## src/hw/rtl/kgc_pkg.sv

```systemverilog
// ----------------------------------------------------------------------------
// kgc_pkg
// Shared types and constants for the Koeppen-Geiger climate classifier:
// method codes, class codes, register map and the pipeline stage records.
// ----------------------------------------------------------------------------
package kgc_pkg;

    // Method register codes (code 3 acts as the original scheme)
    localparam logic [1:0] METHOD_ORIG     = 2'd0;
    localparam logic [1:0] METHOD_NO_SPLIT = 2'd1;
    localparam logic [1:0] METHOD_PEEL     = 2'd2;
    localparam logic [1:0] METHOD_RESET    = METHOD_NO_SPLIT;

    // Register index (word address)
    localparam logic REG_METHOD = 1'b0;

    // Month boundaries
    localparam logic [3:0] MONTH_MID_FIRST = 4'd3;
    localparam logic [3:0] MONTH_MID_LAST  = 4'd8;
    localparam logic [3:0] MONTH_LAST      = 4'd11;

    // Class codes
    localparam logic [4:0] CLASS_NONE = 5'd0;
    localparam logic [4:0] CLASS_AF   = 5'd1;
    localparam logic [4:0] CLASS_AM   = 5'd2;
    localparam logic [4:0] CLASS_AS   = 5'd3;
    localparam logic [4:0] CLASS_AW   = 5'd4;
    localparam logic [4:0] CLASS_BWK  = 5'd5;
    localparam logic [4:0] CLASS_BWH  = 5'd6;
    localparam logic [4:0] CLASS_BSK  = 5'd7;
    localparam logic [4:0] CLASS_BSH  = 5'd8;
    localparam logic [4:0] CLASS_CFA  = 5'd9;
    localparam logic [4:0] CLASS_DFA  = 5'd18;
    localparam logic [4:0] CLASS_ET   = 5'd30;
    localparam logic [4:0] CLASS_EF   = 5'd31;

    // Thresholds, temperatures in 0.1 C, rain in 0.1 mm
    localparam logic signed [10:0] T_WARM_MONTH   = 11'sd100;
    localparam logic signed [10:0] T_POLAR        = 11'sd100;
    localparam logic signed [10:0] T_TROPICAL     = 11'sd180;
    localparam logic signed [10:0] T_HOT_SUMMER   = 11'sd220;
    localparam logic signed [10:0] T_SNOW_SEVERE  = -11'sd380;
    localparam logic signed [10:0] T_COLD_ORIG    = -11'sd30;
    localparam logic signed [10:0] T_COLD_PEEL    = 11'sd0;
    localparam logic signed [14:0] T_SUM_HOT_ARID = 15'sd2160;
    localparam logic signed [18:0] ARID_OFS_K7    = 19'sd4200;
    localparam logic signed [18:0] ARID_OFS_K14   = 19'sd8400;
    localparam logic [15:0]        P_WET_MONTH    = 16'd600;
    localparam logic [21:0]        P_MONSOON      = 22'd25000;
    localparam logic [15:0]        P_DRY_SUM_ORIG = 16'd300;
    localparam logic [15:0]        P_DRY_SUM_PEEL = 16'd400;
    localparam logic [3:0]         WARM_MONTHS_B  = 4'd4;

    // Year totals captured when a pixel closes
    typedef struct packed {
        logic              missing;
        logic [13:0]       tsum_mid;
        logic [13:0]       tsum_edge;
        logic [10:0]       tlow;
        logic [10:0]       thigh;
        logic [3:0]        warm;
        logic [18:0]       rsum_mid;
        logic [18:0]       rsum_edge;
        logic [15:0]       rmin_mid;
        logic [15:0]       rmax_mid;
        logic [15:0]       rmin_edge;
        logic [15:0]       rmax_edge;
    } kgc_snap_t;

    // Compare results and operands for the final decision
    typedef struct packed {
        logic              missing;
        logic              polar_ef;
        logic              polar_et;
        logic              hot;
        logic [18:0]       arid_rhs;
        logic [19:0]       psum;
        logic              tropical;
        logic              trop_wet;
        logic              trop_monsoon;
        logic              trop_winter_dry;
        logic              dry_winter;
        logic              dry_summer;
        logic              pw_lt_ps;
        logic              temperate;
        logic              hot_summer;
        logic              warm4;
        logic              mild_winter;
    } kgc_deriv_t;

endpackage

```

## src/hw/rtl/koppen_geiger_classifier_top.sv

```systemverilog
// ----------------------------------------------------------------------------
// koppen_geiger_classifier_top
// Accumulates twelve monthly samples per pixel and emits one climate class
// when the closing month arrives.
// ----------------------------------------------------------------------------
// Throughput: one monthly sample per cycle while in_stall is low, no gaps between pixels.
// Path: the snapshot register loads with the month 11 transfer, then the
//   compare register and then the decision register, which is the output.
// Samples with month 12..15 are taken and dropped.
// Reset: accumulators hold an empty pixel, method register reads 1,
//   pipeline and output are empty.
module koppen_geiger_classifier_top (
    input  logic               clk,
    input  logic               rst_n,
    // sample channel
    input  logic               in_valid,
    output logic               in_stall,
    input  logic [3:0]         month,
    input  logic signed [10:0] temperature,
    input  logic [15:0]        precipitation,
    input  logic               no_data,
    // class channel
    output logic               out_valid,
    input  logic               out_stall,
    output logic [4:0]         climate_class,
    // configuration port
    input  logic               psel,
    input  logic               penable,
    input  logic               pwrite,
    input  logic [2:0]         paddr,
    input  logic [31:0]        pwdata,
    output logic [31:0]        prdata,
    output logic               pready
);

    // ------------------------------------------------------------------
    // Configuration register
    // ------------------------------------------------------------------
    logic [1:0] method_reg, method_next;
    logic       cfg_write;

    assign pready    = 1'b1;
    assign cfg_write = psel && penable && pwrite && (paddr[2] == kgc_pkg::REG_METHOD);

    always_comb
    begin
        method_next = method_reg;
        if (cfg_write)
        begin
            method_next = pwdata[1:0];
        end
    end

    assign prdata = (paddr[2] == kgc_pkg::REG_METHOD) ? {30'd0, method_reg} : 32'd0;

    always_ff @(posedge clk or negedge rst_n)
    begin
        if (!rst_n)
        begin
            method_reg <= kgc_pkg::METHOD_RESET;
        end
        else
        begin
            method_reg <= method_next;
        end
    end

    // ------------------------------------------------------------------
    // Pipeline handshake
    // ------------------------------------------------------------------
    logic out_valid_reg, out_valid_next;
    logic s1_valid_reg, s1_valid_next;
    logic s2_valid_reg, s2_valid_next;
    logic out_ready, s2_ready, s2_load, out_load;
    logic in_xfer, month_ok, month_close, month_mid;

    assign out_ready = !out_valid_reg || !out_stall;
    assign s2_ready  = !s2_valid_reg || out_ready;
    assign s2_load   = s1_valid_reg && s2_ready;
    assign out_load  = s2_valid_reg && out_ready;
    assign in_stall  = s1_valid_reg && !s2_ready;
    assign in_xfer   = in_valid && !in_stall;

    assign month_ok    = (month <= kgc_pkg::MONTH_LAST);
    assign month_close = (month == kgc_pkg::MONTH_LAST);
    assign month_mid   = (month >= kgc_pkg::MONTH_MID_FIRST) &&
                         (month <= kgc_pkg::MONTH_MID_LAST);

    always_comb
    begin
        s1_valid_next = s1_valid_reg;
        if (in_xfer && month_close)
        begin
            s1_valid_next = 1'b1;
        end
        else if (s2_load)
        begin
            s1_valid_next = 1'b0;
        end

        s2_valid_next = s2_valid_reg;
        if (s2_load)
        begin
            s2_valid_next = 1'b1;
        end
        else if (out_load)
        begin
            s2_valid_next = 1'b0;
        end

        out_valid_next = out_valid_reg;
        if (out_load)
        begin
            out_valid_next = 1'b1;
        end
        else if (!out_stall)
        begin
            out_valid_next = 1'b0;
        end
    end

    always_ff @(posedge clk or negedge rst_n)
    begin
        if (!rst_n)
        begin
            s1_valid_reg  <= 1'b0;
            s2_valid_reg  <= 1'b0;
            out_valid_reg <= 1'b0;
        end
        else
        begin
            s1_valid_reg  <= s1_valid_next;
            s2_valid_reg  <= s2_valid_next;
            out_valid_reg <= out_valid_next;
        end
    end

    // ------------------------------------------------------------------
    // Monthly accumulators
    // ------------------------------------------------------------------
    kgc_pkg::kgc_snap_t acc_reg, acc_next, acc_upd, acc_empty;
    kgc_pkg::kgc_snap_t snap_reg, snap_next;
    logic [13:0]        t_ext;
    logic [18:0]        p_ext;

    assign t_ext = {{3{temperature[10]}}, temperature};
    assign p_ext = {3'b000, precipitation};

    always_comb
    begin
        acc_empty           = '0;
        acc_empty.tlow      = 11'sd1023;
        acc_empty.thigh     = 11'h400;
        acc_empty.rmin_mid  = 16'hFFFF;
        acc_empty.rmin_edge = 16'hFFFF;
    end

    // running values including the current sample
    always_comb
    begin
        acc_upd = acc_reg;
        acc_upd.missing = acc_reg.missing | no_data;
        if (month_mid)
        begin
            acc_upd.tsum_mid = acc_reg.tsum_mid + t_ext;
            acc_upd.rsum_mid = acc_reg.rsum_mid + p_ext;
            if (precipitation < acc_reg.rmin_mid)
            begin
                acc_upd.rmin_mid = precipitation;
            end
            if (precipitation > acc_reg.rmax_mid)
            begin
                acc_upd.rmax_mid = precipitation;
            end
        end
        else
        begin
            acc_upd.tsum_edge = acc_reg.tsum_edge + t_ext;
            acc_upd.rsum_edge = acc_reg.rsum_edge + p_ext;
            if (precipitation < acc_reg.rmin_edge)
            begin
                acc_upd.rmin_edge = precipitation;
            end
            if (precipitation > acc_reg.rmax_edge)
            begin
                acc_upd.rmax_edge = precipitation;
            end
        end
        if (temperature < $signed(acc_reg.tlow))
        begin
            acc_upd.tlow = temperature;
        end
        if (temperature > $signed(acc_reg.thigh))
        begin
            acc_upd.thigh = temperature;
        end
        if (temperature > kgc_pkg::T_WARM_MONTH)
        begin
            acc_upd.warm = acc_reg.warm + 4'd1;
        end
    end

    // closing month: hand totals to the snapshot and start a fresh pixel
    always_comb
    begin
        acc_next  = acc_reg;
        snap_next = snap_reg;
        if (in_xfer && month_ok)
        begin
            if (month_close)
            begin
                acc_next  = acc_empty;
                snap_next = acc_upd;
            end
            else
            begin
                acc_next = acc_upd;
            end
        end
    end

    always_ff @(posedge clk or negedge rst_n)
    begin
        if (!rst_n)
        begin
            acc_reg <= acc_empty;
        end
        else
        begin
            acc_reg <= acc_next;
        end
    end

    always_ff @(posedge clk)
    begin
        snap_reg <= snap_next;
    end

    // ------------------------------------------------------------------
    // Compare stage
    // ------------------------------------------------------------------
    kgc_pkg::kgc_deriv_t der_reg, der_next;
    logic               peel, no_split, north;
    logic signed [14:0] tsum;
    logic signed [18:0] tsum5;
    logic [19:0]        psum;
    logic [18:0]        pw_sum, ps_sum;
    logic [15:0]        pw_min, ps_min, pw_max, ps_max, pmin;
    logic [22:0]        pw10, ps10, p7;
    logic [21:0]        trop_sum;
    logic [19:0]        pw_min10;
    logic [17:0]        ps_min3;

    assign peel     = (method_reg == kgc_pkg::METHOD_PEEL);
    assign no_split = (method_reg == kgc_pkg::METHOD_NO_SPLIT) || peel;

    always_comb
    begin
        tsum   = $signed({snap_reg.tsum_mid[13], snap_reg.tsum_mid}) +
                 $signed({snap_reg.tsum_edge[13], snap_reg.tsum_edge});
        tsum5  = $signed({{4{tsum[14]}}, tsum} <<< 2) + $signed({{4{tsum[14]}}, tsum});
        psum   = {1'b0, snap_reg.rsum_mid} + {1'b0, snap_reg.rsum_edge};
        north  = $signed(snap_reg.tsum_mid) > $signed(snap_reg.tsum_edge);
        pw_sum = north ? snap_reg.rsum_edge : snap_reg.rsum_mid;
        ps_sum = north ? snap_reg.rsum_mid  : snap_reg.rsum_edge;
        pw_min = north ? snap_reg.rmin_edge : snap_reg.rmin_mid;
        ps_min = north ? snap_reg.rmin_mid  : snap_reg.rmin_edge;
        pw_max = north ? snap_reg.rmax_edge : snap_reg.rmax_mid;
        ps_max = north ? snap_reg.rmax_mid  : snap_reg.rmax_edge;
        pmin   = (snap_reg.rmin_mid < snap_reg.rmin_edge) ? snap_reg.rmin_mid
                                                          : snap_reg.rmin_edge;

        // arid threshold terms: 10*half vs 7*year
        pw10 = ({4'd0, pw_sum} << 3) + ({4'd0, pw_sum} << 1);
        ps10 = ({4'd0, ps_sum} << 3) + ({4'd0, ps_sum} << 1);
        p7   = ({3'd0, psum} << 3) - {3'd0, psum};

        trop_sum = {2'd0, psum} + ({6'd0, pmin} << 4) + ({6'd0, pmin} << 3) + {6'd0, pmin};
        pw_min10 = ({4'd0, pw_min} << 3) + ({4'd0, pw_min} << 1);
        ps_min3  = ({2'd0, ps_min} << 1) + {2'd0, ps_min};

        der_next          = der_reg;
        if (s2_load)
        begin
            der_next.missing  = snap_reg.missing;
            der_next.polar_ef = $signed(snap_reg.thigh) < 11'sd0;
            der_next.polar_et = $signed(snap_reg.thigh) < kgc_pkg::T_POLAR;
            der_next.hot      = tsum >= kgc_pkg::T_SUM_HOT_ARID;
            if (pw10 >= p7)
            begin
                der_next.arid_rhs = tsum5;
            end
            else if (ps10 >= p7)
            begin
                der_next.arid_rhs = tsum5 + kgc_pkg::ARID_OFS_K14;
            end
            else
            begin
                der_next.arid_rhs = tsum5 + kgc_pkg::ARID_OFS_K7;
            end
            der_next.psum            = psum;
            der_next.tropical        = $signed(snap_reg.tlow) >= kgc_pkg::T_TROPICAL;
            der_next.trop_wet        = pmin >= kgc_pkg::P_WET_MONTH;
            der_next.trop_monsoon    = trop_sum >= kgc_pkg::P_MONSOON;
            der_next.trop_winter_dry = no_split || (pw_min < kgc_pkg::P_WET_MONTH);
            der_next.dry_winter      = {4'd0, ps_max} >= pw_min10;
            der_next.dry_summer      = ({2'd0, pw_max} >= ps_min3) &&
                                       (ps_min < (peel ? kgc_pkg::P_DRY_SUM_PEEL
                                                       : kgc_pkg::P_DRY_SUM_ORIG));
            der_next.pw_lt_ps        = pw_sum < ps_sum;
            der_next.temperate       = $signed(snap_reg.tlow) >=
                                       (peel ? kgc_pkg::T_COLD_PEEL : kgc_pkg::T_COLD_ORIG);
            der_next.hot_summer      = $signed(snap_reg.thigh) > kgc_pkg::T_HOT_SUMMER;
            der_next.warm4           = snap_reg.warm >= kgc_pkg::WARM_MONTHS_B;
            der_next.mild_winter     = $signed(snap_reg.tlow) > kgc_pkg::T_SNOW_SEVERE;
        end
    end

    always_ff @(posedge clk)
    begin
        der_reg <= der_next;
    end

    // ------------------------------------------------------------------
    // Decision stage
    // ------------------------------------------------------------------
    logic [4:0]         class_reg, class_next, group_class;
    logic signed [24:0] arid_lhs6, arid_lhs3, arid_rhs_ext;
    logic               dw, ds;
    logic [1:0]         kind, letter;
    logic [3:0]         kind_ofs;

    always_comb
    begin
        arid_lhs6    = $signed({2'b00, ({3'd0, der_reg.psum} << 2) + ({3'd0, der_reg.psum} << 1)});
        arid_lhs3    = $signed({3'b000, ({2'd0, der_reg.psum} << 1) + {2'd0, der_reg.psum}});
        arid_rhs_ext = $signed({{6{der_reg.arid_rhs[18]}}, der_reg.arid_rhs});

        // resolve dry winter against dry summer
        dw = der_reg.dry_winter;
        ds = der_reg.dry_summer;
        if (dw && ds)
        begin
            if (der_reg.pw_lt_ps)
            begin
                ds = 1'b0;
            end
            else
            begin
                dw = 1'b0;
            end
        end
        kind = dw ? 2'd2 : (ds ? 2'd1 : 2'd0);

        // temperature letter a/b/c/d
        if (der_reg.hot_summer)
        begin
            letter = 2'd0;
        end
        else if (der_reg.warm4)
        begin
            letter = 2'd1;
        end
        else if (der_reg.temperate || der_reg.mild_winter)
        begin
            letter = 2'd2;
        end
        else
        begin
            letter = 2'd3;
        end

        // temperate groups step by 3, snow groups by 4
        if (der_reg.temperate)
        begin
            kind_ofs    = ({2'd0, kind} << 1) + {2'd0, kind};
            group_class = kgc_pkg::CLASS_CFA + {1'b0, kind_ofs} + {3'd0, letter};
        end
        else
        begin
            kind_ofs    = {2'd0, kind} << 2;
            group_class = kgc_pkg::CLASS_DFA + {1'b0, kind_ofs} + {3'd0, letter};
        end

        class_next = class_reg;
        if (out_load)
        begin
            priority if (der_reg.missing)
            begin
                class_next = kgc_pkg::CLASS_NONE;
            end
            else if (der_reg.polar_ef)
            begin
                class_next = kgc_pkg::CLASS_EF;
            end
            else if (der_reg.polar_et)
            begin
                class_next = kgc_pkg::CLASS_ET;
            end
            else if (arid_lhs6 < arid_rhs_ext)
            begin
                class_next = der_reg.hot ? kgc_pkg::CLASS_BWH : kgc_pkg::CLASS_BWK;
            end
            else if (arid_lhs3 < arid_rhs_ext)
            begin
                class_next = der_reg.hot ? kgc_pkg::CLASS_BSH : kgc_pkg::CLASS_BSK;
            end
            else if (der_reg.tropical)
            begin
                if (der_reg.trop_wet)
                begin
                    class_next = kgc_pkg::CLASS_AF;
                end
                else if (der_reg.trop_monsoon)
                begin
                    class_next = kgc_pkg::CLASS_AM;
                end
                else if (der_reg.trop_winter_dry)
                begin
                    class_next = kgc_pkg::CLASS_AW;
                end
                else
                begin
                    class_next = kgc_pkg::CLASS_AS;
                end
            end
            else
            begin
                class_next = group_class;
            end
        end
    end

    always_ff @(posedge clk)
    begin
        class_reg <= class_next;
    end

    assign out_valid     = out_valid_reg;
    assign climate_class = class_reg;

endmodule

```

## config.mk

```make
export PLATFORM = sky130hd
export DESIGN_NAME = koppen_geiger_classifier_top
export DESIGN_NICKNAME = d
export VERILOG_FILES = /design/src/hw/rtl/kgc_pkg.sv /design/src/hw/rtl/koppen_geiger_classifier_top.sv
export SDC_FILE = /design/constraint.sdc
export NUM_CORES = 1
export LEC_CHECK = 0
export BUFFER_PORTS_ARGS = -buffer_cell sky130_fd_sc_hd__buf_4
export CORE_UTILIZATION = 50
export CTS_CLUSTER_DIAMETER = 60
export DETAILED_ROUTE_END_ITERATION = 12
export PLACE_DENSITY = 0.69
export SLEW_MARGIN = 0
export SYNTH_ARGS = -nofsm -noshare
export SYNTH_HDL_FRONTEND = slang
export SYNTH_SLANG_ARGS = --single-unit
```

## constraint.sdc

```tcl
create_clock -name clk -period 7.65 [get_ports clk]
set_clock_uncertainty 0.15 [all_clocks]
set_input_delay 0.765 -clock clk [delete_from_list [all_inputs] [get_ports clk]]
set_output_delay 0.765 -clock clk [all_outputs]
set_load 0.01 [all_outputs]
```

==> reports/qor_table.md, run 1 <==
| Quantity | This run |
| --- | --- |
| Fraction of final layout cells with drive strength greater than 1 | 8.512% |
| Number of buffers created by CTS | 44 |
| Number of fillers in the final layout | 5921 |
| Clock edge transition at the registers on the reported setup and hold paths | 0.07 ns |
| Critical Path Source Type | register |
| Peak ir drop on the vdd network | 0.0002158 V |
| Endpoints failing setup | 0 |
| Largest cells by area after synthesis | sky130_fd_sc_hd__edfxtp_1 19%, sky130_fd_sc_hd__ha_1 18%, sky130_fd_sc_hd__dfrtp_1 8.8% |
| Clock tree from TritonCTS | done |
| Final Critical Period | 7.206 ns |
| Slowest cell on the critical path | sky130_fd_sc_hd__edfxtp_1 |
| Number of enable-type register cells in the synthesized netlist | 214 |
| Number of warnings issued by yosys | 0 |
| DRC errors left | 4 |
| Half-perimeter wire length after placement | 61600 um |
| Synthesized instance count | 3667 |
| Crit path max fanout | 9 |
| Static Leakage | 0.01659 uW |
| Via count of the first global-routing pass | 24.71k |
| Die Area | 0.06789 mm^2 |
| Number of max-cap violations | 0 |
| Max reg flops | 157 |
| Source-to-sink clock delay at the later pin of the worst-skew pair | 0.60 ns |
| Most frequent standard cell in the layout excluding fill and tap cells | sky130_fd_sc_hd__ha_1 |
| Total via count in the routed design | 26.24k |
| Combined area of all synthesized cells | 0.03343 mm^2 |
| Category of the worst setup path capture point | register |
| Post-DR vias/cell | 5.703 |
| Count of pins over their slew limit | 0 |
| Sum of overflow across all layers after global routing | 0 |
| Total count of hold-check failures in the final report | 0 |
| Main flop type after synthesis | sky130_fd_sc_hd__edfxtp_1 |
| Min-Delay Path Class | in -> reg |
| WP data arrival | 7.38 ns |
| Placeable core region | 0.06598 mm^2 |
| Number of DRC violations after detailed-routing iteration 0 | 1859 |
| Sequential area share after synthesis | 31.52% |
| Number of top-level design ports | 114 |
| Count of buffers inserted at the top-level ports | 50 |
| Synth unique cells | 95 |
| TritonCTS Sinks | 376 |
| 1st-pass router iterations | 11 |
| Largest net degree at the start of global routing | 157 |
| Final setup slack of the worst path | 0.4444 ns |
| X dimension of the die | 260.6 um |
| Core Rows | 94 |
| Proportion of synthesized flip-flops having asynchronous set or reset | 43.09% |
| H-tree depth | 2 |
| All-Layer GR Usage | 23.96% |
| Routed Wire Length | 80870 um |
| Data required, critical path | 7.83 ns |
| Top library cells by usage in the layout, fill and taps aside | 490 x sky130_fd_sc_hd__ha_1, 461 x sky130_fd_sc_hd__nand2_1, 305 x sky130_fd_sc_hd__inv_1 |
| Buffer cell driving the clock tree root | sky130_fd_sc_hd__clkbuf_16 |
| Clock Tree Buf Depth | 3 |
| Average detailed-routed wire length per instance | 17.58 um |
| Mean cell area of the mapped netlist | 9.116 um^2 |
| Area growth syn-to-layout | 8.433% |
| Antenna violations before repair | 1 |
| Wire length of the first global-routing pass | 129700 um |
| Worst-margin pin slew | 1.288 ns |
| Starting Density | 50.66% |
| Register bit total from synthesis | 376 |
| Biggest area consumer among synthesized cells | sky130_fd_sc_hd__edfxtp_1 |
| Maximum single-stage delay on the critical path | 0.46 ns |
| Multi-input combinational cell area | 0.02127 mm^2 |
| Slew HR | 13.38% |
| Power density normalized to cell area | 264.2 mW/mm^2 |
| Routed Antenna Nets | 0 |
| Classification of the worst setup path | reg -> reg |
| Peak clock frequency supported by timing | 138.8 MHz |
| Die height | 260.6 um |
| Pre-CTS setup slack | 0.4465 ns |
| Weighted congestion reported at the end of routability-driven placement | 0.9056 |
| Result of the run | complete, but fails checks |
| Area fraction of the dominant cell type after synthesis | 19.22% |
| Share of the cycle needed by the critical path after routing | 94.19% |
| Sequential cell area | 0.01054 mm^2 |
| Number of nets in the layout | 4308 |
| Failing checks | DRC |
| Unrepaired setup endpoints after global routing | no |
| Setup total negative slack | 0 ns |
| Count of antenna diodes in the layout | 0 |
==> worst paths after layout <==
| check | from | endpoint | slack [ns] | cells after the start |
|---|---|---|---|---|
| worst max-delay path | snap_reg[64] | arid_rhs_ext[3] | 0.44 | 28 |
| worst min-delay path | out_stall | out_valid | 0.25 | 2 |
| worst max register to register | snap_reg[64] | arid_rhs_ext[3] | 0.44 | 28 |
| worst min register to register | snap_reg[156] | der_reg[53] | 0.28 | 0 |
| max in group asynchronous | rst_n | acc_reg[99] | 5.62 | 3 |
| min in group asynchronous | rst_n | acc_reg[107] | 0.44 | 2 |
==> Yosys cell counts, types with 8 or more instances <==
library cell                number
sky130_fd_sc_hd__a221oi_1        8
sky130_fd_sc_hd__mux2_2         52
sky130_fd_sc_hd__fa_1           43
sky130_fd_sc_hd__o31a_1          8
sky130_fd_sc_hd__a21oi_1       203
sky130_fd_sc_hd__nand4_1        31
sky130_fd_sc_hd__o22a_1         44
sky130_fd_sc_hd__nor2_1        199
sky130_fd_sc_hd__nand2_1       461
sky130_fd_sc_hd__buf_4          31
sky130_fd_sc_hd__xor2_1         64
sky130_fd_sc_hd__inv_1         305
sky130_fd_sc_hd__and3_1         18
sky130_fd_sc_hd__mux2i_1        15
sky130_fd_sc_hd__clkbuf_1       74
sky130_fd_sc_hd__a211oi_1       30
sky130_fd_sc_hd__xnor2_1       139
sky130_fd_sc_hd__a21boi_0       12
sky130_fd_sc_hd__a22o_1         89
sky130_fd_sc_hd__nor3b_1         8
sky130_fd_sc_hd__o211ai_1       20
sky130_fd_sc_hd__o21a_1         61
sky130_fd_sc_hd__a31oi_1        18
sky130_fd_sc_hd__buf_2          19
sky130_fd_sc_hd__ha_1          490
sky130_fd_sc_hd__nand2b_1       53
sky130_fd_sc_hd__or3_1          23
sky130_fd_sc_hd__or2_2          18
sky130_fd_sc_hd__o31ai_1        27
sky130_fd_sc_hd__nor3_1         77
sky130_fd_sc_hd__o21bai_1       21
sky130_fd_sc_hd__dfrtp_1       118
sky130_fd_sc_hd__nor2b_1        49
sky130_fd_sc_hd__nor4_1         21
sky130_fd_sc_hd__buf_1           8
sky130_fd_sc_hd__o21ai_0       248
sky130_fd_sc_hd__a2111oi_0      14
sky130_fd_sc_hd__edfxtp_1      214
sky130_fd_sc_hd__nand3_1        51
sky130_fd_sc_hd__dfstp_2        44
sky130_fd_sc_hd__a21o_1        102
sky130_fd_sc_hd__nand3b_1        9
==> critical path, delay by kind of cell (launching register included) <==
family | cells | cell delay [ns]
AND/OR/NAND/NOR | 4 | 0.65
buffers and inverters | 4 | 0.46
AO/OA/AOI/OAI | 13 | 3.27
XOR/XNOR | 3 | 0.67
flip-flops | 1 | 0.46
adder cells (fa/ha/maj) | 4 | 1.26
==> logic make-up (layout without fill, tap and decap cells) <==
family | Yosys count | after routing | share of synthesized area [%]
simple gates | 1044 | 1044 | 14.35
compound gates | 1002 | 1002 | 20.23
fa+ha+maj | 533 | 533 | 20.92
buf+inv | 439 | 479 | 5.394
flops | 376 | 376 | 31.52
xor+xnor | 204 | 204 | 5.368
mux | 67 | 67 | 2.201
other cells | 2 | 31 | 0.02247
==> power breakdown <==
part	leakage, uW	switching (uW)	internal (uW)
clock network	0.000718	934	1210
registers	0.00388	284	2780
logic	0.0120	2460	1910
==> per-layer routing <==
layer | global-route usage, % | vias to the layer above | share of wire (%)
met4 | 7.066 | 0 | 2.7
li1 | - | 13270 | -
met5 | 0 | - | 0
met2 | 36.40 | 593 | 42
met1 | 35.47 | 12280 | 50
met3 | 2.953 | 103 | 5.4
==> cell type report <==
class,instances,share of cell area (%)
Clock buffer,54,3.279
Clock inverter,27,0.8147
Inverter,305,3.159
Multi-Input combinational cell,2881,58.69
Sequential cell,376,29.07
Tap cell,864,2.983
Timing Repair Buffer,93,2.012
==> stage by stage <==
stage / hold WS, ns / area, um^2 / power [uW] / cells / util, %
after floorplan: 0.2503 / 33540 / 6371 / 3696 / -
after global placement: 0.2887 / 34720 / 7295 / 4514 / 52.62
after detailed placement: 0.2733 / 34720 / 7392 / 4514 / 52.62
after CTS: 0.2215 / 36210 / 9575 / 4596 / 54.88
after global routing: 0.2525 / 36250 / 10310 / 4600 / 54.93
final: 0.2491 / 36250 / 9575 / 4600 / 54.93
==> what timing repair did <==
| action | CTS | global route |
|---|---|---|
| hold endpoints to repair | 17 | 0 |
| setup buffers | 0 | 4 |
| hold buffers | 1 | 0 |
| resized for setup | 0 | 2 |
| setup endpoints to repair | 0 | 6 |
(Power assumes the default switching activity.)
==> inputs of run 2 (changes only) <==
--- a/config.mk
+++ b/config.mk
@@ -9,7 +9,7 @@
 export CORE_UTILIZATION = 50
 export CTS_CLUSTER_DIAMETER = 60
 export DETAILED_ROUTE_END_ITERATION = 12
-export PLACE_DENSITY = 0.69
+export PLACE_DENSITY = 0.78
 export SLEW_MARGIN = 0
 export SYNTH_ARGS = -nofsm -noshare
 export SYNTH_HDL_FRONTEND = slang
==> run 2 against run 1 <==
Effect of this change: the run now ends clean; final cell count is essentially flat; combinational power is essentially flat; via count grew 2.3%; sequential cell count is the same; critical path depth grew 2; power grew 3.0%; global-route usage shrank 0.050 points; routed wire length grew 0.35%; hold slack lost 0.13 ns; core utilization grew 0.26 points; clock power grew 12%; first-iteration DRC count grew 4.8%; largest power group unchanged.
==> reports/qor_table.md, run 2 (synthesis gave the netlist of run 1 again) <==
| Quantity | This run | Change |
| --- | --- | --- |
| Util after Layout | 55.20% | was 54.93% |
| Source-to-sink clock delay at the later pin of the worst-skew pair | 0.58 ns | was 0.60 ns |
| Total via count in the routed design | 26.83k | was 26.24k |
| Min-Delay Path Class | in -> async | was in -> reg |
| Sum of overflow across all layers after global routing | 0 | unchanged |
| 1st-pass router iterations | 5 | was 11 |
| Setup total negative slack | 0 ns | unchanged |
| Crit path max fanout | 14 | was 9 |
| Maximum single-stage delay on the critical path | 0.54 ns | was 0.46 ns |
| Post-Route Hold Slack | 0.1169 ns | was 0.2491 ns |
| Half-perimeter wire length after placement | 61130 um | was 61600 um |
| Placeable core region | 0.06598 mm^2 | unchanged |
| Result of the run | complete, no violations | was complete, but fails checks |
| Number of max-cap violations | 0 | unchanged |
| Number of top-level design ports | 114 | unchanged |
| Weighted congestion reported at the end of routability-driven placement | 0.9599 | was 0.9056 |
| H-tree depth | 2 | unchanged |
| Clock edge transition at the registers on the reported setup and hold paths | 0.06 ns | was 0.07 ns |
| Average detailed-routed wire length per instance | 17.65 um | was 17.58 um |
| Core Rows | 94 | unchanged |
| Wire length of the first global-routing pass | 130500 um | was 129700 um |
| Post-DR vias/cell | 5.834 | was 5.703 |
| Unrepaired setup endpoints after global routing | no | unchanged |
| Critical path's top delay family | compound AO/OA/AOI/OAI gates | unchanged |
| Via count of the first global-routing pass | 25.66k | was 24.71k |
| Number of DRC violations after detailed-routing iteration 0 | 1949 | was 1859 |
| Clock tree from TritonCTS | done | unchanged |
| Buffer cell driving the clock tree root | sky130_fd_sc_hd__clkbuf_16 | unchanged |
| Clock network fraction of design power | 24.3% | was 22.4% |
| Die height | 260.6 um | unchanged |
| Largest net degree at the start of global routing | 96 | was 157 |
| Slowest cell on the critical path | sky130_fd_sc_hd__ha_1 | was sky130_fd_sc_hd__edfxtp_1 |
| Category of the worst setup path capture point | register | unchanged |
| Sw power | 3665 uW | was 3675 uW |
| CP Buf/Inv Count | 1 | was 4 |
| Data required, critical path | 7.82 ns | was 7.83 ns |
| Final Instance Count excl. Fillers | 4599 | was 4600 |
| Slew HR | 22.25% | was 13.38% |
| DRC errors left | 0 | was 4 |
| Peak clock frequency supported by timing | 139.6 MHz | was 138.8 MHz |
| All-Layer GR Usage | 23.91% | was 23.96% |
| Top library cells by usage in the layout, fill and taps aside | 489 x sky130_fd_sc_hd__ha_1, 461 x sky130_fd_sc_hd__nand2_1, 305 x sky130_fd_sc_hd__inv_1 | was 490 x sky130_fd_sc_hd__ha_1, 461 x sky130_fd_sc_hd__nand2_1, 305 x sky130_fd_sc_hd__inv_1 |
| Pint | 6195 uW | was 5900 uW |
| Net switching fraction of the power | 37.17% | was 38.38% |
| Peak ir drop on the vdd network | 0.0002290 V | was 0.0002158 V |
| Count of buffers inserted at the top-level ports | 50 | unchanged |
| Fraction of power consumed by sequential logic | 31.1% | was 32.0% |
| Classification of the worst setup path | reg -> reg | unchanged |
| Placed cells | 4514 | unchanged |
| Routed Antenna Nets | 0 | unchanged |
| Number of buffers created by CTS | 44 | unchanged |
| Number of fillers in the final layout | 5679 | was 5921 |
| Total count of hold-check failures in the final report | 0 | unchanged |
| Starting Density | 50.66% | unchanged |
| Area growth syn-to-layout | 8.950% | was 8.433% |
| TritonCTS Sinks | 376 | unchanged |
| Combinational fraction of design power | 44.5% | was 45.6% |
| X dimension of the die | 260.6 um | unchanged |
| Static Leakage | 0.01666 uW | was 0.01659 uW |
| Count of pins over their slew limit | 0 | unchanged |
| Final Critical Period | 7.166 ns | was 7.206 ns |
| Power density normalized to cell area | 270.7 mW/mm^2 | was 264.2 mW/mm^2 |
| Hold-fix buffers at CTS | 0 | was 1 |
| Critical Path Source Type | register | unchanged |
| Die Area | 0.06789 mm^2 | unchanged |
| Clock Tree Buf Depth | 3 | unchanged |
| Worst-margin pin slew | 1.162 ns | was 1.288 ns |
| Max reg flops | 157 | unchanged |
| Fraction of final layout cells with drive strength greater than 1 | 8.543% | was 8.512% |
| Antenna violations before repair | 1 | unchanged |
| Endpoints failing setup | 0 | unchanged |
| Share of the cycle needed by the critical path after routing | 93.67% | was 94.19% |
| Most frequent standard cell in the layout excluding fill and tap cells | sky130_fd_sc_hd__ha_1 | unchanged |
| Number of nets in the layout | 4305 | was 4308 |
| Most used cell along the critical path | sky130_fd_sc_hd__ha_1 |  |
| WP data arrival | 7.33 ns | was 7.38 ns |
| Routed Wire Length | 81150 um | was 80870 um |
[run 2: routing by layer]
layer,global-route usage [%],vias up,share of wire (%)
met4,9.422,0,4.0
met5,0,-,0
li1,-,13260,-
met2,37.86,809,44
met3,3.263,157,6.3
met1,33.01,12600,46
[run 2: layout make-up]
type	instances	area, um^2	share of cell area [%]
clock inverter	32	500.5	1.374
multi-input combinational	2881	21290	58.46
clock buffer	50	1166	3.202
antenna	1	2.502	0.006871
timing repair buffer	90	699.4	1.920
inverter	305	1145	3.144
sequential	376	10540	28.93
tap	864	1081	2.968
[run 2: worst register-to-register path: cells and delay by family (launching register included)]
| kind | cells | cell delay, ns |
|---|---|---|
| AOI/OAI and AO/OA | 15 | 3.32 |
| xor gates and xnor gates | 1 | 0.15 |
| adders and majority gates | 3 | 1.20 |
| buffers and inverters | 1 | 0.26 |
| DFF | 1 | 0.40 |
| and+or+nand+nor | 10 | 1.42 |
[run 2: power groups by stage]
stage	clock, uW	combinational (uW)	sequential [uW]
global placement	0	4130	3080
global route	2510	4920	3120
finish	2400	4390	3070
CTS	2440	4330	3060
detailed placement	0	4280	3090
floorplan	0	3360	3020
[run 2: path summary, 6_finish.rpt]
| check | cells past startpoint | endpoint | slack (ns) | start |
|---|---|---|---|---|
| worst max-delay path | 30 | arid_rhs_ext[18] | 0.48 | snap_reg[155] |
| worst min-delay path | 1 | acc_reg[107] | 0.12 | rst_n |
| worst max register to register | 30 | arid_rhs_ext[18] | 0.48 | snap_reg[155] |
| worst min register to register | 0 | der_reg[53] | 0.30 | snap_reg[156] |
| max in group asynchronous | 2 | acc_reg[35] | 5.68 | rst_n |
| min in group clk | 3 | s1_valid_reg | 0.26 | in_valid |
[run 2: what timing repair did]
| action | CTS | global route |
|---|---|---|
| buffers inserted | 0 | 2 |
| setup endpoints to repair | 0 | 14 |
| resized for setup | 0 | 8 |
[run 2: stage by stage]
step / setup WS (ns) / area, um^2 / power, uW
floorplan: 0.8328 / 33540 / 6371
global placement: 0.3394 / 34690 / 7206
detailed placement: 0.3154 / 34690 / 7372
CTS: 0.2783 / 36360 / 9825
global route: 0.05120 / 36420 / 10550
finish: 0.4842 / 36420 / 9860
==> inputs of run 3 (changes only) <==
--- a/config.mk
+++ b/config.mk
@@ -6,6 +6,7 @@
 export NUM_CORES = 1
 export LEC_CHECK = 0
 export BUFFER_PORTS_ARGS = -buffer_cell sky130_fd_sc_hd__buf_4
+export CORE_ASPECT_RATIO = 1.2
 export CORE_UTILIZATION = 50
 export CTS_CLUSTER_DIAMETER = 60
 export DETAILED_ROUTE_END_ITERATION = 12
==> run 3 against run 2 <==
Effect of this change: critical path depth is 4 lower; register-to-register slack worse by 0.06 ns; power is 4.2% lower; non-clock buffer count is 3 lower; combinational power is 0.9% lower; sequential power hardly changed; clock power is 15% lower.
==> reports/qor_table.md, run 3 (synthesis gave the netlist of run 1 again) <==
| Quantity | This run | Change |
| --- | --- | --- |
| Result of the run | complete, no violations | unchanged |
| Critical path's top delay family | compound AO/OA/AOI/OAI gates | unchanged |
| Classification of the worst setup path | reg -> reg | unchanged |
| Category of the worst setup path capture point | register | unchanged |
| Slew HR | 21.85% | was 22.25% |
| Count of buffers inserted at the top-level ports | 50 | unchanged |
| Share of the cycle needed by the critical path after routing | 94.41% | was 93.67% |
| Crit path max fanout | 9 | was 14 |
| Number of max-cap violations | 0 | unchanged |
| Clock tree from TritonCTS | done | unchanged |
| Pint | 5825 uW | was 6195 uW |
| Setup total negative slack | 0 ns | unchanged |
| Fraction of power consumed by sequential logic | 32.5% | was 31.1% |
| Endpoints failing setup | 0 | unchanged |
| Most used cell along the critical path | sky130_fd_sc_hd__ha_1 | unchanged |
| Peak clock frequency supported by timing | 138.5 MHz | was 139.6 MHz |
| Post-DR vias/cell | 5.805 | was 5.834 |
| Util after Layout | 54.76% | was 55.20% |
| Top library cells by usage in the layout, fill and taps aside | 489 x sky130_fd_sc_hd__ha_1, 461 x sky130_fd_sc_hd__nand2_1, 305 x sky130_fd_sc_hd__inv_1 | unchanged |
| CP Buf/Inv Count | 2 | was 1 |
| Data required, critical path | 7.81 ns | was 7.82 ns |
| Final Critical Period | 7.222 ns | was 7.166 ns |
| Source-to-sink clock delay at the later pin of the worst-skew pair | 0.59 ns | was 0.58 ns |
| Total via count in the routed design | 26.78k | was 26.83k |
| Worst-margin pin slew | 1.172 ns | was 1.162 ns |
| Sum of overflow across all layers after global routing | 0 | unchanged |
| Min-Delay Path Class | in -> async | unchanged |
| Critical Path Source Type | register | unchanged |
| Placeable core region | 0.06598 mm^2 | about the same |
| Count of pins over their slew limit | 0 | unchanged |
| Via count of the first global-routing pass | 25.78k | was 25.66k |
| Critical Path Source | snap_reg[84] | was snap_reg[155] |
| Number of DRC violations after detailed-routing iteration 0 | 1694 | was 1949 |
| Maximum single-stage delay on the critical path | 0.48 ns | was 0.54 ns |
| Multi-input combinational cell area | 0.02130 mm^2 | was 0.02129 mm^2 |
| X dimension of the die | 238.0 um | was 260.6 um |
| All-Layer GR Usage | 23.72% | was 23.91% |
| Wire length of the first global-routing pass | 130400 um | was 130500 um |
| Sequential cell area | 0.01054 mm^2 | unchanged |
| 1st-pass router iterations | 5 | unchanged |
| Die Area | 0.06790 mm^2 | was 0.06789 mm^2 |
| Net switching fraction of the power | 38.30% | was 37.17% |
| Number of nets in the layout | 4298 | was 4305 |
| Core Rows | 103 | was 94 |
| Antenna violations before repair | 2 | was 1 |
| Sw power | 3616 uW | was 3665 uW |
| Number of top-level design ports | 114 | unchanged |
| Combinational fraction of design power | 46.0% | was 44.5% |
| Buffer cell driving the clock tree root | sky130_fd_sc_hd__clkbuf_16 | unchanged |
| Total count of hold-check failures in the final report | 0 | unchanged |
| H-tree depth | 2 | unchanged |
| Unrepaired setup endpoints after global routing | no | unchanged |
| WP data arrival | 7.39 ns | was 7.33 ns |
| Clock network fraction of design power | 21.5% | was 24.3% |
| DRC errors left | 0 | unchanged |
| Weighted congestion reported at the end of routability-driven placement | 0.8913 | was 0.9599 |
| TritonCTS Sinks | 376 | unchanged |
| Number of fillers in the final layout | 5847 | was 5679 |
| Largest net degree at the start of global routing | 93 | was 96 |
| Cell depth of the worst setup path | 26 | was 30 |
| Fraction of final layout cells with drive strength greater than 1 | 8.436% | was 8.543% |
| Most frequent standard cell in the layout excluding fill and tap cells | sky130_fd_sc_hd__ha_1 | unchanged |
| Worst reg-to-reg path cell count | 26 | was 30 |
| Routed Wire Length | 80460 um | was 81150 um |
| Worst reg2reg path endpoint | arid_rhs_ext[3] | was arid_rhs_ext[18] |
| Source of the worst register-to-register timing path | snap_reg[84] | was snap_reg[155] |
| Max reg flops | 157 | unchanged |
| Setup slack of the worst register-to-register path | 0.43 ns | was 0.48 ns |
| Routed Antenna Nets | 0 | unchanged |
| Half-perimeter wire length after placement | 61300 um | was 61130 um |
| Die height | 285.2 um | was 260.6 um |
| Worst setup path end | arid_rhs_ext[3] | was arid_rhs_ext[18] |
| Slowest cell on the critical path | sky130_fd_sc_hd__edfxtp_1 | was sky130_fd_sc_hd__ha_1 |
| Area growth syn-to-layout | 8.085% | was 8.950% |
| Number of buffers created by CTS | 39 | was 44 |
| Average detailed-routed wire length per instance | 17.44 um | was 17.65 um |
| Clock Tree Buf Depth | 3 | unchanged |
| Count of antenna diodes in the layout | 0 | was 1 |
| Static Leakage | 0.01650 uW | was 0.01666 uW |
| Clock edge transition at the registers on the reported setup and hold paths | 0.07 ns | was 0.06 ns |
| Starting Density | 50.66% | about the same |
| Peak ir drop on the vdd network | 0.0002563 V | was 0.0002290 V |
| Power density normalized to cell area | 261.3 mW/mm^2 | was 270.7 mW/mm^2 |
| Hold-fix buffers at CTS | 0 | unchanged |
[run 3: worst min path at each step]
stage | slack [ns] | cells past startpoint | end | start
2_1_floorplan | 0.25 | 0 | der_reg[53] | snap_reg[156]
3_3_place_gp | 0.26 | 0 | der_reg[53] | snap_reg[156]
3_5_place_dp | 0.26 | 0 | der_reg[53] | snap_reg[156]
4_1_cts | 0.01 | 1 | acc_reg[130] | rst_n
5_1_grt | 0.06 | 1 | acc_reg[130] | rst_n
6_report | 0.02 | 1 | acc_reg[129] | rst_n
[run 3: power groups by stage]
stage,logic (uW),clock network [uW],registers [uW]
2_1_floorplan,3360,0,3020
3_3_place_gp,4140,0,3070
3_5_place_dp,4270,0,3090
4_1_cts,4310,2060,3060
5_1_grt,4910,2130,3120
6_report,4350,2030,3070
[run 3: metrics by stage]
stage          hold WS [ns]  total power (uW)  cells  instance area (um^2)  worst slack [ns]
2_1_floorplan        0.2503              6371   3696                 33540            0.8328
3_3_place_gp         0.2597              7216   4540                 34710            0.3503
3_5_place_dp         0.2584              7367   4540                 34710            0.3394
4_1_cts            0.009598              9432   4612                 36080            0.2734
5_1_grt             0.05772             10160   4614                 36130          0.003628
6_report            0.01654              9441   4614                 36130            0.4280
[run 3: what timing repair did]
item	4_1_cts	5_1_grt
setup buffers	0	1
setup endpoints to repair	0	16
gates resized for setup	0	12
[run 3: final cells by class]
| cell class | instances | share of cell area (%) |
|---|---|---|
| Multi-Input combinational cell | 2882 | 58.97 |
| Inverter | 305 | 3.169 |
| Clock inverter | 30 | 0.9870 |
| Timing Repair Buffer | 87 | 1.839 |
| Tap cell | 892 | 3.089 |
| Sequential cell | 376 | 29.16 |
| Clock buffer | 42 | 2.791 |
[run 3: routing by layer]
metal	part of all wire, %	track usage [%]	wire length, um
met3	5.3	2.759	4286
met2	47	40.31	37860
met5	0.012	0	10
met4	3.8	9.263	3058
met1	44	30.77	35250
